## src/hdl/smd_pkg.sv

```systemverilog
// smd_pkg: shared types and constants of the serial message deframer
// no dependencies; used by the interfaces, smd_parser, smd_drain and the top level

package smd_pkg;

   localparam int unsigned BYTE_W    = 8;
   localparam int unsigned OUT_LEN_W = 6;   // payload_length field
   localparam int unsigned OUT_IDX_W = 5;   // byte_index field
   localparam int unsigned LEN_W_MAX = 7;   // holds any length up to the largest buffer

   localparam logic [BYTE_W-1:0] SYNC_RESET = 8'hA4;

   // parser states, one-hot
   typedef enum logic [4:0] {
      ST_HUNT = 5'b00001,
      ST_LEN  = 5'b00010,
      ST_ID   = 5'b00100,
      ST_DATA = 5'b01000,
      ST_CSUM = 5'b10000
   } parse_state_type;

   // frame handoff from parser to drain
   typedef struct packed {
      logic                  valid;
      logic [BYTE_W-1:0]     msg_id;
      logic [LEN_W_MAX-1:0]  length;
      logic                  bad;
   } frame_start_type;

endpackage

```

## src/hdl/smd_if.sv

```systemverilog
// smd_if: valid/ready channel interfaces for received bytes and result items
// depends on smd_pkg

interface smd_req_if;
   logic                       valid;
   logic                       ready;
   logic [smd_pkg::BYTE_W-1:0] rx_byte;

   modport source (output valid, output rx_byte, input ready);
   modport sink   (input valid, input rx_byte, output ready);
endinterface

interface smd_rsp_if;
   logic                          valid;
   logic                          ready;
   logic [smd_pkg::BYTE_W-1:0]    msg_id;
   logic [smd_pkg::OUT_LEN_W-1:0] payload_length;
   logic [smd_pkg::OUT_IDX_W-1:0] byte_index;
   logic [smd_pkg::BYTE_W-1:0]    payload_byte;
   logic                          has_data;
   logic                          frame_status;
   logic                          last_of_frame;

   modport source (output valid, output msg_id, output payload_length,
                   output byte_index, output payload_byte, output has_data,
                   output frame_status, output last_of_frame, input ready);
   modport sink   (input valid, input msg_id, input payload_length,
                   input byte_index, input payload_byte, input has_data,
                   input frame_status, input last_of_frame, output ready);
endinterface

```

## src/hdl/smd_payload_ram.sv

```systemverilog
// smd_payload_ram: payload buffer, one write port and one registered read port
// no package dependencies

module smd_payload_ram #(
   parameter int unsigned DEPTH = 32,
   parameter int unsigned AW    = 5
) (
   input  logic          clock,
   input  logic          wr_en,
   input  logic [AW-1:0] wr_addr,
   input  logic [7:0]    wr_data,
   input  logic          rd_en,
   input  logic [AW-1:0] rd_addr,
   output logic [7:0]    rd_data
);

   logic [7:0] mem [DEPTH];
   logic [7:0] rd_data_ff;

   always_ff @(posedge clock) begin
      if (wr_en) begin
         mem[wr_addr] <= wr_data;
      end
   end

   // read data holds until the next read
   always_ff @(posedge clock) begin
      if (rd_en) begin
         rd_data_ff <= mem[rd_addr];
      end
   end

   assign rd_data = rd_data_ff;

endmodule

```

## src/hdl/smd_parser.sv

```systemverilog
// smd_parser: sync hunt, header capture, checksum and payload write into the buffer
// depends on smd_pkg and smd_if

module smd_parser #(
   parameter int unsigned MAX_PAYLOAD = 32,
   parameter int unsigned AW          = 5,
   parameter int unsigned LW          = 6
) (
   input  logic                   clock,
   input  logic                   reset,
   smd_req_if.sink                req,
   input  logic                   csr_wr_en,
   input  logic [7:0]             csr_wr_data,
   input  logic                   drain_busy,
   output logic                   ram_wr_en,
   output logic [AW-1:0]          ram_wr_addr,
   output logic [7:0]             ram_wr_data,
   output smd_pkg::frame_start_type start
);

   smd_pkg::parse_state_type state_ff, state_in;
   logic [7:0]    sync_ff;
   logic [7:0]    csum_ff, csum_in;
   logic [LW-1:0] len_ff, len_in;
   logic [7:0]    id_ff, id_in;
   logic [AW-1:0] cnt_ff, cnt_in;
   logic          take;
   logic          too_long;
   logic          data_last;

   // payload and checksum bytes wait while the previous frame is still draining
   assign req.ready = !(drain_busy &&
                        (state_ff == smd_pkg::ST_DATA || state_ff == smd_pkg::ST_CSUM));
   assign take      = req.valid && req.ready;
   assign too_long  = ({1'b0, req.rx_byte} > 9'(MAX_PAYLOAD));
   assign data_last = ((LW)'(cnt_ff) + (LW)'(1)) == len_ff;

   always_comb begin
      state_in     = state_ff;
      csum_in      = csum_ff;
      len_in       = len_ff;
      id_in        = id_ff;
      cnt_in       = cnt_ff;
      ram_wr_en    = 1'b0;
      start        = '0;
      start.msg_id = id_ff;
      start.length = (smd_pkg::LEN_W_MAX)'(len_ff);
      start.bad    = (csum_ff != req.rx_byte);
      if (take) begin
         unique case (state_ff)
            smd_pkg::ST_HUNT: begin
               if (req.rx_byte == sync_ff) begin
                  csum_in  = req.rx_byte;
                  state_in = smd_pkg::ST_LEN;
               end
            end
            smd_pkg::ST_LEN: begin
               if (too_long) begin
                  state_in = smd_pkg::ST_HUNT;
               end else begin
                  len_in   = req.rx_byte[LW-1:0];
                  csum_in  = csum_ff ^ req.rx_byte;
                  state_in = smd_pkg::ST_ID;
               end
            end
            smd_pkg::ST_ID: begin
               id_in    = req.rx_byte;
               csum_in  = csum_ff ^ req.rx_byte;
               cnt_in   = '0;
               state_in = (len_ff == '0) ? smd_pkg::ST_CSUM : smd_pkg::ST_DATA;
            end
            smd_pkg::ST_DATA: begin
               ram_wr_en = 1'b1;
               csum_in   = csum_ff ^ req.rx_byte;
               cnt_in    = cnt_ff + AW'(1);
               if (data_last) begin
                  state_in = smd_pkg::ST_CSUM;
               end
            end
            smd_pkg::ST_CSUM: begin
               start.valid = 1'b1;
               state_in    = smd_pkg::ST_HUNT;
            end
            default: begin
               state_in = smd_pkg::ST_HUNT;
            end
         endcase
      end
   end

   assign ram_wr_addr = cnt_ff;
   assign ram_wr_data = req.rx_byte;

   always_ff @(posedge clock) begin
      if (reset) begin
         state_ff <= smd_pkg::ST_HUNT;
         sync_ff  <= smd_pkg::SYNC_RESET;
         csum_ff  <= '0;
         len_ff   <= '0;
         id_ff    <= '0;
         cnt_ff   <= '0;
      end else begin
         state_ff <= state_in;
         csum_ff  <= csum_in;
         len_ff   <= len_in;
         id_ff    <= id_in;
         cnt_ff   <= cnt_in;
         if (csr_wr_en) begin
            sync_ff <= csr_wr_data;
         end
      end
   end

   // no buffer write while an earlier frame is still being read out
   a_no_write_while_draining: assert property (@(posedge clock) disable iff (reset)
      ram_wr_en |-> !drain_busy)
      else $error("payload write during drain");

   // write index never passes the captured length
   a_cnt_in_range: assert property (@(posedge clock) disable iff (reset)
      (state_ff == smd_pkg::ST_DATA) |-> ((LW)'(cnt_ff) < len_ff))
      else $error("payload index beyond frame length");

endmodule

```

## src/hdl/smd_drain.sv

```systemverilog
// smd_drain: walks the payload buffer after a frame ends and drives the result items
// depends on smd_pkg and smd_if

module smd_drain #(
   parameter int unsigned AW = 5,
   parameter int unsigned LW = 6
) (
   input  logic                     clock,
   input  logic                     reset,
   input  smd_pkg::frame_start_type start,
   smd_rsp_if.source                rsp,
   output logic                     busy,
   output logic                     rd_en,
   output logic [AW-1:0]            rd_addr,
   input  logic [7:0]               rd_data
);

   logic          out_valid_ff, out_valid_in;
   logic [AW-1:0] idx_ff, idx_in;
   logic [LW-1:0] len_ff, len_in;
   logic [7:0]    id_ff, id_in;
   logic          bad_ff, bad_in;
   logic          has_ff, has_in;
   logic          last_ff, last_in;
   logic          taken;
   logic [LW-1:0] start_len;

   assign taken     = out_valid_ff && rsp.ready;
   assign start_len = start.length[LW-1:0];

   always_comb begin
      out_valid_in = out_valid_ff;
      idx_in       = idx_ff;
      len_in       = len_ff;
      id_in        = id_ff;
      bad_in       = bad_ff;
      has_in       = has_ff;
      last_in      = last_ff;
      rd_en        = 1'b0;
      rd_addr      = idx_ff + AW'(1);
      if (start.valid) begin
         out_valid_in = 1'b1;
         idx_in       = '0;
         len_in       = start_len;
         id_in        = start.msg_id;
         bad_in       = start.bad;
         has_in       = (start_len != '0);
         last_in      = (start_len <= (LW)'(1));
         rd_en        = (start_len != '0);
         rd_addr      = '0;
      end else if (taken) begin
         if (last_ff) begin
            out_valid_in = 1'b0;
         end else begin
            // next entry is read as this one leaves; read data holds under stall
            idx_in  = idx_ff + AW'(1);
            rd_en   = 1'b1;
            last_in = ((LW + 1)'(idx_ff) + (LW + 1)'(2)) == (LW + 1)'(len_ff);
         end
      end
   end

   always_ff @(posedge clock) begin
      if (reset) begin
         out_valid_ff <= 1'b0;
      end else begin
         out_valid_ff <= out_valid_in;
      end
   end

   always_ff @(posedge clock) begin
      idx_ff  <= idx_in;
      len_ff  <= len_in;
      id_ff   <= id_in;
      bad_ff  <= bad_in;
      has_ff  <= has_in;
      last_ff <= last_in;
   end

   assign busy               = out_valid_ff;
   assign rsp.valid          = out_valid_ff;
   assign rsp.msg_id         = id_ff;
   assign rsp.payload_length = (smd_pkg::OUT_LEN_W)'(len_ff);
   assign rsp.byte_index     = (smd_pkg::OUT_IDX_W)'(idx_ff);
   assign rsp.payload_byte   = has_ff ? rd_data : 8'h00;
   assign rsp.has_data       = has_ff;
   assign rsp.frame_status   = bad_ff;
   assign rsp.last_of_frame  = last_ff;

   a_start_when_idle: assert property (@(posedge clock) disable iff (reset)
      start.valid |-> !out_valid_ff)
      else $error("frame handed over while results pending");

   a_frame_continues: assert property (@(posedge clock) disable iff (reset)
      (out_valid_ff && !last_ff) |=> out_valid_ff)
      else $error("frame ended without a last item");

   a_last_ends_frame: assert property (@(posedge clock) disable iff (reset)
      (taken && last_ff) |=> !out_valid_ff)
      else $error("item after last of frame");

endmodule

```

## src/hdl/serial_message_deframer_unit.sv

```systemverilog
// serial_message_deframer_unit: top level of the serial message deframer
// depends on smd_pkg, smd_if, smd_parser, smd_drain and smd_payload_ram
//
//   channel   direction  kind           carries
//   req_in    in         valid/ready    rx_byte, one received byte per item
//   rsp_out   out        valid/ready    one item per payload byte, or one for an empty frame
//   csr_*     in         write only     sync_value register, reset 0xA4
//
// a byte is taken every cycle while the parser is hunting or reading the header
// after the checksum byte the drain gives one result item per cycle unless rsp_out stalls,
//   via the registered read port of the payload buffer, 1 to MAX_PAYLOAD items per frame
// payload and checksum bytes of the next frame stall while an earlier frame still drains
// a stall on rsp_out holds the item and the buffer read data in place
// synchronous reset clears control state; buffer contents stay undefined until written

module serial_message_deframer_unit #(
   parameter int unsigned MAX_PAYLOAD = 32
) (
   input  logic      clock,
   input  logic      reset,
   smd_req_if.sink   req_in,
   smd_rsp_if.source rsp_out,
   input  logic      csr_wr_en,
   input  logic [7:0] csr_wr_data
);

   // buffer address and length widths follow the buffer depth
   localparam int unsigned AW = (MAX_PAYLOAD > 1) ? $clog2(MAX_PAYLOAD) : 1;
   localparam int unsigned LW = $clog2(MAX_PAYLOAD + 1);

   smd_pkg::frame_start_type start;
   logic          drain_busy;
   logic          ram_wr_en;
   logic [AW-1:0] ram_wr_addr;
   logic [7:0]    ram_wr_data;
   logic          ram_rd_en;
   logic [AW-1:0] ram_rd_addr;
   logic [7:0]    ram_rd_data;

   // byte side: sync hunt, header, checksum, payload writes
   smd_parser #(
      .MAX_PAYLOAD (MAX_PAYLOAD),
      .AW          (AW),
      .LW          (LW)
   ) u_parser (
      .clock       (clock),
      .reset       (reset),
      .req         (req_in),
      .csr_wr_en   (csr_wr_en),
      .csr_wr_data (csr_wr_data),
      .drain_busy  (drain_busy),
      .ram_wr_en   (ram_wr_en),
      .ram_wr_addr (ram_wr_addr),
      .ram_wr_data (ram_wr_data),
      .start       (start)
   );

   // payload buffer, written by the parser and read by the drain
   smd_payload_ram #(
      .DEPTH (MAX_PAYLOAD),
      .AW    (AW)
   ) u_ram (
      .clock   (clock),
      .wr_en   (ram_wr_en),
      .wr_addr (ram_wr_addr),
      .wr_data (ram_wr_data),
      .rd_en   (ram_rd_en),
      .rd_addr (ram_rd_addr),
      .rd_data (ram_rd_data)
   );

   // result side: walks the buffer once per completed frame
   smd_drain #(
      .AW (AW),
      .LW (LW)
   ) u_drain (
      .clock   (clock),
      .reset   (reset),
      .start   (start),
      .rsp     (rsp_out),
      .busy    (drain_busy),
      .rd_en   (ram_rd_en),
      .rd_addr (ram_rd_addr),
      .rd_data (ram_rd_data)
   );

endmodule
```

## src/flat_wrapper.sv

```systemverilog
// flat-port wrapper written by rule: the top's interface ports become plain ports
module serial_message_deframer_unit_flat 
#(
   parameter int unsigned MAX_PAYLOAD = 32
)
  (clock, reset, csr_wr_en, csr_wr_data, req_in_valid, req_in_rx_byte, req_in_ready, rsp_out_valid, rsp_out_msg_id, rsp_out_payload_length, rsp_out_byte_index, rsp_out_payload_byte, rsp_out_has_data, rsp_out_frame_status, rsp_out_last_of_frame, rsp_out_ready);
  smd_req_if req_in_i ();
  smd_rsp_if rsp_out_i ();
  input  logic clock;
  input  logic reset;
  input  logic csr_wr_en;
  input  logic [7:0] csr_wr_data;
  input wire logic [$bits(req_in_i.valid)-1:0] req_in_valid;
  input wire logic [$bits(req_in_i.rx_byte)-1:0] req_in_rx_byte;
  output wire logic [$bits(req_in_i.ready)-1:0] req_in_ready;
  output wire logic [$bits(rsp_out_i.valid)-1:0] rsp_out_valid;
  output wire logic [$bits(rsp_out_i.msg_id)-1:0] rsp_out_msg_id;
  output wire logic [$bits(rsp_out_i.payload_length)-1:0] rsp_out_payload_length;
  output wire logic [$bits(rsp_out_i.byte_index)-1:0] rsp_out_byte_index;
  output wire logic [$bits(rsp_out_i.payload_byte)-1:0] rsp_out_payload_byte;
  output wire logic [$bits(rsp_out_i.has_data)-1:0] rsp_out_has_data;
  output wire logic [$bits(rsp_out_i.frame_status)-1:0] rsp_out_frame_status;
  output wire logic [$bits(rsp_out_i.last_of_frame)-1:0] rsp_out_last_of_frame;
  input wire logic [$bits(rsp_out_i.ready)-1:0] rsp_out_ready;
  assign req_in_i.valid = req_in_valid;
  assign req_in_i.rx_byte = req_in_rx_byte;
  assign req_in_ready = req_in_i.ready;
  assign rsp_out_valid = rsp_out_i.valid;
  assign rsp_out_msg_id = rsp_out_i.msg_id;
  assign rsp_out_payload_length = rsp_out_i.payload_length;
  assign rsp_out_byte_index = rsp_out_i.byte_index;
  assign rsp_out_payload_byte = rsp_out_i.payload_byte;
  assign rsp_out_has_data = rsp_out_i.has_data;
  assign rsp_out_frame_status = rsp_out_i.frame_status;
  assign rsp_out_last_of_frame = rsp_out_i.last_of_frame;
  assign rsp_out_i.ready = rsp_out_ready;
  serial_message_deframer_unit #(.MAX_PAYLOAD(MAX_PAYLOAD)) u_core (.clock(clock), .reset(reset), .req_in(req_in_i), .rsp_out(rsp_out_i), .csr_wr_en(csr_wr_en), .csr_wr_data(csr_wr_data));
endmodule
```

## config.mk

```make
export PLATFORM = sky130hd
export DESIGN_NAME = serial_message_deframer_unit_flat
export DESIGN_NICKNAME = d
export VERILOG_FILES = /design/src/hdl/smd_pkg.sv /design/src/hdl/smd_if.sv /design/src/hdl/smd_payload_ram.sv /design/src/hdl/smd_parser.sv /design/src/hdl/smd_drain.sv /design/src/hdl/serial_message_deframer_unit.sv /design/src/flat_wrapper.sv
export SDC_FILE = /design/constraint.sdc
export NUM_CORES = 1
export LEC_CHECK = 0
export BUFFER_PORTS_ARGS = -buffer_cell sky130_fd_sc_hd__buf_2
export CAP_MARGIN = 20
export CELL_PAD_IN_SITES_DETAIL_PLACEMENT = 2
export CELL_PAD_IN_SITES_GLOBAL_PLACEMENT = 2
export CORE_MARGIN = 1.5
export CORE_UTILIZATION = 40
export DETAILED_ROUTE_END_ITERATION = 8
export PLACE_DENSITY_LB_ADDON = 0.1
export SYNTH_ARGS = -nofsm -noshare
export SYNTH_HDL_FRONTEND = slang
export SYNTH_HIERARCHICAL = 1
export SYNTH_SLANG_ARGS = --single-unit
```

## constraint.sdc

```tcl
create_clock -name clock -period 7.57 [get_ports clock]
set_input_delay 0.3785 -clock clock [delete_from_list [all_inputs] [get_ports clock]]
set_output_delay 0.3785 -clock clock [all_outputs]
set_load 0.03 [all_outputs]
```

; Word level (Yosys, flattened, before mapping)
; Memories as Yosys holds them, arrays and structs flattened. A register that Yosys moved wholly into a read port is not among the register bits.
; Cells that the tools add are included.
[classes]
shift = 0
div_mod_pow = 0
mul = 0
reduce_logical = 19
n_lt_le_gt_ge = 2
bitwise = 3
eq_ne = 12
mux = 26
addsub = 4
[op_table]
columns = cell, n
row1 = $mux W8, 3
row2 = $pmux W8 S3, 1
row3 = $mux W5, 4
row4 = $pmux W5 S4, 1
row5 = $mux W1, 15
row6 = $eq A6 B6 Y1, 2
row7 = $add A5 B1 Y5 const B, 2
row8 = $pmux W5 S2, 1
row9 = $eq A8 B8 Y1, 1
row10 = $gt A8 B6 Y1 const B, 1
row11 = $ne A8 B8 Y1, 1
row12 = $reduce_and A2 Y1, 4
row13 = $xor A8 B8 Y8, 1
row14 = $add A5 B1 Y6 const B, 1
row15 = $add A5 B2 Y6 const B, 1
row16 = $le A6 B1 Y1 const B, 1
row17 = $logic_not A6 Y1, 1
row18 = $ne A2 B2 Y1 const B, 3
row19 = $reduce_and A3 Y1, 2
row20 = $reduce_bool A2 Y1, 3
row21 = $reduce_bool A6 Y1, 1
row22 = $eq A5 B1 Y1 const B, 1
row23 = $eq A5 B2 Y1 const B, 1
row24 = $eq A5 B3 Y1 const B, 1
row25 = 10 further kinds, 13
[word_totals]
inputBits = 21
output_inout_bits = 32
regBits = 63
latch_bits = 0
elab_cells = 80
romBits = 0
mem_count = 1
ram_bits = 256
[memory_table]
columns = name, words, width, read_ports, rd_clocked_by_memory_dff, write_ports, line_no
row1 = u_core.u_ram.mem, 32, 8, 1, 1, 1, smd_payload_ram.sv:17  ; logic [7:0] mem [DEPTH];

; Logic depth before layout (Yosys ltp)
; Gate-level depths: netlist (run 1).
[logic_depth]
ltp_word = 8
mapped_depth = 12
depth_no_buf = 7

; Modules after synthesis
; The synthesis (run 1) kept the hierarchy.
[modules_own_cells]
columns = mod, area_per_inst_um2, instances, seq_area_each_um2, cells_per_inst
row1 = smd_payload_ram, 10133.5, 1, 7927.6, 417
row2 = smd_parser, 2238.4, 1, 800.8, 267
row3 = smd_drain, 1074.8, 1, 630.6, 89

; Worst setup path after synthesis (run 1)
; Ideal clock, no wire load.
[synth_path]
kind = register to register
startpoint = register u_core.u_parser.state_ff[3]
endpoint = register u_core.u_ram.rd_data_ff[0] (netlist: u_core/u_ram/rd_data[0]) (read register of u_core.u_ram.mem), data pin
setup_slack_ns = 3.565
stages_incl_launch_ff = 13
required_time_ns = 7.310
synth_period_minus_slack_ns = 4.005
path_buffers = 5
setup_ns = 0.260
arrival_ns = 3.745
path_cell_list = dfxtp_1 buf_6 xor2_1 a41o_1 buf_6 nor2_1 clkbuf_1 nor2_1 buf_6 buf_4 mux4_2 mux4_2 mux2_2
[synth_rtl]
columns = element, line_no
row1 = from (decl), smd_parser.sv:21  ; smd_pkg::parse_state_type state_ff, state_in;
row2 = from (signal assigned), smd_parser.sv:96  ; state_ff <= smd_pkg::ST_HUNT;
row3 = from (signal assigned), smd_parser.sv:103  ; state_ff <= state_in;
row4 = to (decl), smd_payload_ram.sv:18  ; logic [7:0] rd_data_ff;

==> out/results.ini, run 1 <==
[outcome]
status=completed

[detailed_routing]
route.met3.wl_mm=1.75
wl_per_cell_um=27.7
first_iter_violations=553
highest_layer=met4
final_antenna_net_count=0
met2_length_mm=18.4
wl_met1_mm=15.4
vias_per_cell=5.60
drt-pass1-iter-count=5
vias=7335
drc=0
wirelength_mm=36.3

[sta]
finalCritPeriodShare_pct=55.1
clock.fmax_mhz=240
hold_viol_final=0
clock_skew_ns=0.0183
setup_tns_ns=0
slew_headroom_pct=27.8
final_max_slew_viol_count=0
grt_setup_unrepaired=false
worstMarginPinSlew_ns=1.07
fin_crit_ns=4.17
setup_violations=0

[floorplan]
die_w_um=186
core-area_sq_um=32800
dieArea_sq_um=34700
ios=53
fp-row-count=66
initial_core_util_pct=41.0
fp.dieH_um=186

[global_routing]
grt_pass1_vias=8065
grt_pass1_wl_mm=53.1
grt_start_max_net_pins=65
antenna_found_initial=3
overflow=0
track_usage_pct=21.8

[worst_setup_path]
cp-start-kind=register
max_stage_delay_ns=0.74
crit_cells=9
r2r_cells=9
crit_family=multiplexers
critical_path_required_ns=7.85
arrival_ns=4.45
path_buf_inv=2
cp_max_fo=43
crit_slowest_cell=buf_4
path_cells=nor2_1 -> a41o_1 -> nor2_4 -> nor2_4 -> buf_12 -> buf_4 -> mux4_2 -> mux4_2 -> mux2_2
critPathKind=register to register
cp-end-kind=register

[clock_network]
clock_latency_ns=0.53
cts_num_sinks=327
numCtsBuffers=36
cts.root.buffer_cell=clkbuf_16
htreeDepth=2
cts_tree=built
cts_buffer_depth=3
hold_buffers=0
cts_setup_buffers=0
ctsResizeCount=0
cts.clk_slew.worst_paths_ns=0.06

[pwr]
power_density_nw_per_um2=259
combPwrFrac_pct=6.2
swShare_pct=21.5
seqPwrFrac_pct=49.6
worst_ir_drop_vdd_mv=0.124
p_leak_uw=0.00511
power_switching_uw=859
internal_power_uw=3130
p_clk_share_pct=44.2

[cells_and_area]
multi_input_area_sq_um=3810
ff_latch_area_sq_um=9360
drive_gt1_share_pct=27.0
diodes=0
fin_nets=863
final_core_util_pct=47.0
area_delta_synth_final_pct=14.8
nFillCells=3062

[run]
drv_cap=0

[yosys]
syn_nets=795
yosys_warnings=6
postSynthAreaPerCell_sq_um=17.4
synth_cells=771
syn_area_sq_um=13400

[min_path]
hold_class=input port to register
whs_path_depth=2

[placed_design]
gp_congestion=0.793
hpwl_mm=22.2
port_buffers=52

## stage by stage
stage	cells	instance area (sq um)	worst slack (ns)	hold WS, ns	power (uW)
after floorplan	771	13400	3.56	0.408	2200
after global placement	1233	14100	3.01	0.417	2250
after detailed placement	1239	14200	2.84	0.421	2270
after CTS	1305	15400	2.84	0.0437	4030
after global routing	1309	15400	3.11	0.0519	4110
final	1309	15400	3.40	0.0622	3990
## area by class of cell
| type | instances | area share (%) |
|---|---|---|
| flip-flops and latches | 327 | 60.7 |
| inverters | 5 | 0.122 |
| multi-input cells | 389 | 24.7 |
| well taps | 442 | 3.59 |
| repair buffers | 80 | 3.35 |
| clock inverters | 16 | 1.18 |
| clock buffers | 50 | 6.39 |
## routing by layer
metal  up-vias  global-route usage (%)
met1      3914                    28.7
met5         -                       0
met4         0                    6.16
li1       3171                       -
met3        50                    3.29
met2       200                    37.6
## state kept, by name, summed over array words and instances, names as in the netlist
register	flops
u_core/u_drain/rsp.has_data	1
u_core/u_drain/rsp.msg_id	8
u_core/u_drain/busy	1
u_core/u_parser/sync_ff	8
u_core/u_drain/rsp.byte_index	5
u_core/u_ram/rd_data	8
u_core/u_parser/ram_wr_addr	5
u_core/u_parser/csum_ff	8
u_core/u_drain/rsp.frame_status	1
u_core/u_drain/rsp.payload_length	6
u_core/u_parser/len_ff	6
u_core/u_parser/id_ff	8
u_core/u_drain/rsp.last_of_frame	1
u_core/u_parser/state_ff	5
u_core/u_ram/mem	256
## layout by cell type, fill, tap and decap left out, types with 18 or more instances in the layout
master	n
edfxtp_1	281
nor2_1	83
mux4_2	80
buf_2	52
dfxtp_1	46
clkbuf_16	37
nand3_1	21
mux2i_1	21
buf_4	18
## final timing paths
check / start / slack, ns / to
worst max-delay path: u_core/u_parser/state_ff[1]$_SDFFE_PP0P_ / 3.40 / u_core/u_ram/rd_data[3]$_DFFE_PP_
worst max register to register: u_core/u_parser/state_ff[1]$_SDFFE_PP0P_ / 3.40 / u_core/u_ram/rd_data[3]$_DFFE_PP_
worst min-delay path: csr_wr_data[2] / 0.06 / u_core/u_parser/sync_ff[2]$_SDFFE_PP1P_
worst min register to register: u_core/u_parser/id_ff[2]$_SDFFE_PP0P_ / 0.43 / u_core/u_drain/rsp.msg_id[2]$_DFFE_PP_
## power by group through the flow
stage | clock [uW] | combinational, uW | sequential [uW]
2_1_floorplan | 0 | 189 | 2010
3_5_place_dp | 0 | 249 | 2020
6_report | 1760 | 248 | 1980
5_1_grt | 1870 | 269 | 1980
3_3_place_gp | 0 | 238 | 2010
4_1_cts | 1800 | 251 | 1980
No activity file was read; power rests on OpenSTA's default activity.
==> run 2, diff against run 1 <==
Clock period 7.57 ns to 4.4 ns, I/O delays scaled along.
==> out/results.ini, run 2 (synthesis gave the netlist of run 1 again) <==
[worst_setup_path]
critPathKind=register to register  ; unchanged
arrival_ns=3.85  ; was 4.45 ns
critical_path_required_ns=4.67  ; was 7.85 ns
cp_max_fo=19  ; was 43
max_stage_delay_ns=0.57  ; was 0.74 ns
cp-start-kind=register  ; unchanged
path_cells=xor2_1 -> a41o_1 -> nor2_4 -> nor2_4 -> buf_4 -> mux4_2 -> mux4_2 -> mux2_2  ; was nor2_1 -> a41o_1 -> nor2_4 -> nor2_4 -> buf_12 -> buf_4 -> mux4_2 -> mux4_2 -> mux2_2
cp-end-kind=register  ; unchanged
crit_slowest_cell=mux4_2  ; was buf_4

[cells_and_area]
area_delta_synth_final_pct=14.9  ; was 14.8%
final_cells=1311  ; was 1309
fin_nets=867  ; was 863
largest_register=u_core/u_ram/mem  ; unchanged
fin_area_sq_um=15400  ; about the same
final_common_cell=edfxtp_1  ; unchanged
largest_reg_flops=256  ; unchanged
final_cell_mix=edfxtp_1, nor2_1, mux4_2  ; unchanged
drive_gt1_share_pct=26.7  ; was 27.0%
diodes=0  ; unchanged

[sta]
setup_violations=0  ; unchanged
slew_headroom_pct=21.1  ; was 27.8%
worstMarginPinSlew_ns=1.18  ; was 1.07 ns
layout_setup_ws_ns=0.823  ; was 3.40 ns
final_max_slew_viol_count=0  ; unchanged
finalCritPeriodShare_pct=81.3  ; was 55.1%
setup_tns_ns=0  ; unchanged
clock_skew_ns=0.0186  ; was 0.0183 ns
grt_setup_unrepaired=false  ; unchanged
fin_crit_ns=3.58  ; was 4.17 ns
hold_viol_final=0  ; unchanged
clock.fmax_mhz=280  ; was 240 MHz

[placed_design]
gp_congestion=0.760  ; was 0.793
pre_cts_slack_ns=0.756  ; was 2.84 ns
dp_cells=1239  ; unchanged
port_buffers=52  ; unchanged
dpl-instance-area_sq_um=14200  ; about the same
hpwl_mm=22.6  ; was 22.2 mm

[pwr]
worst_ir_drop_vdd_mv=0.302  ; was 0.124 mV
p_leak_uw=0.00511  ; about the same
power.total_uw=6840  ; was 3990 uW
power_density_nw_per_um2=443  ; was 259 nW/um^2

[clock_network]
clock_latency_ns=0.52  ; was 0.53 ns
cts_buffer_depth=3  ; unchanged
cts.root.buffer_cell=clkbuf_16  ; unchanged
cts_num_sinks=327  ; unchanged
cts_tree=built  ; unchanged
ctsResizeCount=0  ; unchanged
cts.clk_slew.worst_paths_ns=0.07  ; was 0.06 ns
htreeDepth=2  ; unchanged
numCtsBuffers=36  ; unchanged

[floorplan]
die_w_um=186  ; unchanged
fp.dieH_um=186  ; unchanged
dieArea_sq_um=34700  ; unchanged
ios=53  ; unchanged
initial_core_util_pct=41.0  ; unchanged
fp-row-count=66  ; unchanged
core-area_sq_um=32800  ; unchanged

[outcome]
status=completed  ; unchanged

[global_routing]
grt_pass1_vias=8092  ; was 8065
overflow=0  ; unchanged
grt_pass1_wl_mm=53.8  ; was 53.1 mm
track_usage_pct=21.8  ; about the same
grt_start_max_net_pins=65  ; unchanged
antenna_found_initial=1  ; was 3

[detailed_routing]
wirelength_mm=36.3  ; about the same
vias_per_cell=5.55  ; was 5.60
wl_per_cell_um=27.7  ; about the same
drc=0  ; unchanged
final_antenna_net_count=0  ; unchanged
vias=7275  ; was 7335
first_iter_violations=418  ; was 553
drt-pass1-iter-count=4  ; was 5

[min_path]
hold_class=input port to register  ; unchanged

[run]
drv_cap=0  ; unchanged

[run 2: cell count changes in the layout (fill, tap and decap cells not counted), sizes merged]
cell         delta
dlygate4sd3     +8
clkinv          +6
clkbuf          -8
buf             -4
[run 2: what timing repair did]
action / in CTS / in global routing
hold buffers: 8 / 0
setup buffers: 0 / 0
endpoints found under the hold margin: 8 / 0
[run 2: final cells by class]
| class | instances | area [sq um] |
|---|---|---|
| Fill cell | 3047 | 17300 |
| Clock buffer | 42 | 945 |
| Sequential cell | 327 | 9360 |
| Timing Repair Buffer | 84 | 546 |
| Tap cell | 442 | 553 |
| Multi-Input combinational cell | 389 | 3810 |
| Clock inverter | 22 | 208 |
| Inverter | 5 | 18.8 |
[run 2: power by group]
part           switching (uW)  internal, uW  total, uW
Clock                    1220          1770       2990
Sequential               23.2          3380       3400
Combinational             234           207        442
Total                    1480          5360       6840
[run 2: through the flow]
step	hold WS [ns]	utilization (%)
final	0.0655	47.1
after global routing	0.0904	47.1
after CTS	0.0574	47.1
after detailed placement	0.419	43.3
after global placement	0.417	43.3
after floorplan	0.292	-
[run 2: final timing paths]
| check | startpoint | to | slack (ns) | cells past startpoint |
|---|---|---|---|---|
| hold / removal | req_in_valid | u_core/u_parser/state_ff[2]$_SDFFE_PP0P_ | 0.07 | 4 |
| setup reg to reg | u_core/u_parser/state_ff[3]$_SDFFE_PP0P_ | u_core/u_ram/rd_data[0]$_DFFE_PP_ | 0.82 | 8 |
| setup / recovery | u_core/u_parser/state_ff[3]$_SDFFE_PP0P_ | u_core/u_ram/rd_data[0]$_DFFE_PP_ | 0.82 | 8 |
| hold reg to reg | u_core/u_parser/id_ff[2]$_SDFFE_PP0P_ | u_core/u_drain/rsp.msg_id[2]$_DFFE_PP_ | 0.43 | 0 |
[run 2: layer usage]
layer / track usage [%] / share of wire [%] / vias to the layer above
li1: - / - / 3174
met1: 29.1 / 43 / 3895
met2: 37.9 / 51 / 167
met3: 3.08 / 4.5 / 39
met4: 4.87 / 1.6 / 0
met5: 0 / 0 / -
[run 2: worst max-delay path: cells and delay by family, from the launching register on]
| family | cells | cell delay [ns] |
|---|---|---|
| simple gates | 2 | 0.36 |
| flops | 1 | 0.48 |
| buf+inv | 1 | 0.40 |
| xor+xnor | 1 | 0.24 |
| compound gates | 1 | 0.44 |
| mux | 3 | 1.38 |
==> run 3, diff against run 2 <==
Clock period 4.4 ns to 2.9 ns, I/O delays scaled along.
==> out/results.ini, run 3 (synthesis gave the netlist of run 1 again) <==
[outcome]
status=finished with violations  ; was completed
violations=setup timing

[clock_network]
cts_num_sinks=327  ; unchanged
htreeDepth=2  ; unchanged
cts_buffer_depth=3  ; unchanged
cts_tree=built  ; unchanged
numCtsBuffers=37  ; was 36
cts.root.buffer_cell=clkbuf_16  ; unchanged
clock_latency_ns=0.52  ; about the same
cts.clk_slew.worst_paths_ns=0.06  ; was 0.07 ns

[sta]
slew_headroom_pct=44.5  ; was 21.1%
clock_skew_ns=0.0171  ; was 0.0186 ns
layout_setup_ws_ns=-0.0934  ; was 0.823 ns
finalCritPeriodShare_pct=103  ; was 81.3%
grt_setup_unrepaired=true  ; was false
fin_crit_ns=2.99  ; was 3.58 ns
final_max_slew_viol_count=0  ; unchanged
worstMarginPinSlew_ns=0.832  ; was 1.18 ns
setup_violations=8  ; was 0
clock.fmax_mhz=334  ; was 280 MHz
hold_viol_final=0  ; unchanged
setup_tns_ns=-0.570  ; was 0 ns

[pwr]
p_leak_uw=0.00561  ; was 0.00511 uW
worst_ir_drop_vdd_mv=0.450  ; was 0.302 mV
power_density_nw_per_um2=663  ; was 443 nW/um^2

[cells_and_area]
area_delta_synth_final_pct=21.2  ; was 14.9%
final_cell_mix=edfxtp_1, nor2_1, mux4_2  ; unchanged
largest_register=u_core/u_ram/mem  ; unchanged
drive_gt1_share_pct=32.6  ; was 26.7%
largest_reg_flops=256  ; unchanged
final_core_util_pct=49.7  ; was 47.1%
final_cells=1388  ; was 1311
final_common_cell=edfxtp_1  ; unchanged
fin_nets=941  ; was 867
diodes=0  ; unchanged
nFillCells=2981  ; was 3047

[floorplan]
fp-row-count=66  ; unchanged
ios=53  ; unchanged
fp.dieH_um=186  ; unchanged
die_w_um=186  ; unchanged
core-area_sq_um=32800  ; unchanged
initial_core_util_pct=41.0  ; unchanged
dieArea_sq_um=34700  ; unchanged

[detailed_routing]
first_iter_violations=582  ; was 418
final_antenna_net_count=0  ; unchanged
vias=7676  ; was 7275
wirelength_mm=38.5  ; was 36.3 mm
drc=0  ; unchanged
vias_per_cell=5.53  ; was 5.55
drt-pass1-iter-count=4  ; unchanged
wl_per_cell_um=27.7  ; about the same

[global_routing]
track_usage_pct=22.9  ; was 21.8%
overflow=0  ; unchanged
grt_pass1_wl_mm=56.7  ; was 53.8 mm
grt_start_max_net_pins=43  ; was 65
grt_pass1_vias=8582  ; was 8092
antenna_found_initial=0  ; was 1

[min_path]
whs_path_depth=4  ; unchanged
hold_class=input port to register  ; unchanged
whs_endpoint=u_core/u_parser/state_ff[2]$_SDFFE_PP0P_  ; unchanged
hold_start=req_in_valid  ; unchanged

[worst_setup_path]
r2r-start=u_core/u_parser/state_ff[3]$_SDFFE_PP0P_  ; unchanged
critical_path_required_ns=3.16  ; was 4.67 ns
arrival_ns=3.26  ; was 3.85 ns
cp_max_fo=5  ; was 19
cp-end-kind=register  ; unchanged
cp-start-kind=register  ; unchanged
critPathKind=register to register  ; unchanged
reg2reg_to=u_core/u_ram/rd_data[3]$_DFFE_PP_  ; was u_core/u_ram/rd_data[0]$_DFFE_PP_
rrSetupSlack_ns=-0.09  ; was 0.82 ns
r2r_cells=10  ; was 8

[run]
drv_cap=0  ; unchanged

[placed_design]
port_buffers=52  ; unchanged
gp_congestion=0.845  ; was 0.760
hpwl_mm=25.0  ; was 22.6 mm
dp_cells=1298  ; was 1239

run 3: worst max path at each step:
| stage | cells past startpoint | endpoint | slack, ns | startpoint |
|---|---|---|---|---|
| 4_1_cts | 10 | u_core/u_ram/rd_data[1]$_DFFE_PP_ | -0.07 | u_core/u_parser/state_ff[4]$_SDFFE_PP0P_ |
| 3_5_place_dp | 9 | u_core/u_ram/rd_data[0]$_DFFE_PP_ | -0.14 | u_core/u_parser/state_ff[1]$_SDFFE_PP0P_ |
| 2_1_floorplan | 12 | u_core/u_ram/rd_data[0]$_DFFE_PP_ | -0.34 | u_core/u_parser/state_ff[3]$_SDFFE_PP0P_ |
| 5_1_grt | 10 | u_core/u_ram/rd_data[6]$_DFFE_PP_ | -0.17 | u_core/u_parser/state_ff[3]$_SDFFE_PP0P_ |
| 3_3_place_gp | 9 | u_core/u_ram/rd_data[0]$_DFFE_PP_ | -0.07 | u_core/u_parser/state_ff[4]$_SDFFE_PP0P_ |
| 6_report | 10 | u_core/u_ram/rd_data[3]$_DFFE_PP_ | -0.09 | u_core/u_parser/state_ff[3]$_SDFFE_PP0P_ |
run 3: power by group:
part	leakage (uW)	switching [uW]	internal (uW)	total (uW)
Combinational	0.00211	431	462	893
Sequential	0.00290	27.0	5130	5160
Clock	0.000596	1850	2900	4750
run 3: what timing repair did:
action,in CTS,in global routing
endpoints found under the hold margin,9,0
gates cloned,1,3
setup buffers,6,4
endpoints found under the setup margin,8,46
hold buffers,9,0
resized for setup,17,6
pin swaps,1,3
run 3: final cells by class:
type	instances	area, sq um	share of cell area, %
Clock buffer	48	1010	6.20
Clock inverter	20	220	1.35
Inverter	5	18.8	0.115
Multi-Input combinational cell	389	3840	23.6
Sequential cell	327	9360	57.5
Tap cell	442	553	3.40
Timing Repair Buffer	157	1280	7.87
run 3: critical path, stage by stage, from the launching register on:
cell and delay [ns]:
dfxtp_2 0.35, xor2_2 0.16, a41o_1 0.26, nor2_4 0.07
nor2_4 0.13, buf_6 0.13, buf_12 0.13, buf_12 0.12
mux4_2 0.52, mux4_2 0.57, mux2_4 0.29
run 3: through the flow:
stage / cell area (sq um) / hold slack, ns / power [uW] / setup slack (ns)
final: 16300 / 0.0154 / 10800 / -0.0934
after global routing: 16300 / 0.0525 / 11100 / -0.167
after CTS: 16200 / 0.00718 / 10900 / -0.0719
after detailed placement: 14700 / 0.363 / 6050 / -0.143
after global placement: 14700 / 0.353 / 6000 / -0.0702
after floorplan: 13500 / 0.217 / 5780 / -0.338
run 3: layer usage:
metal	GRT usage (%)	part of all wire (%)	up-vias
met5	0	0	-
met4	6.19	2.5	0
met3	3.43	4.9	56
met2	40.2	51	239
met1	29.8	42	4043
li1	-	-	3338
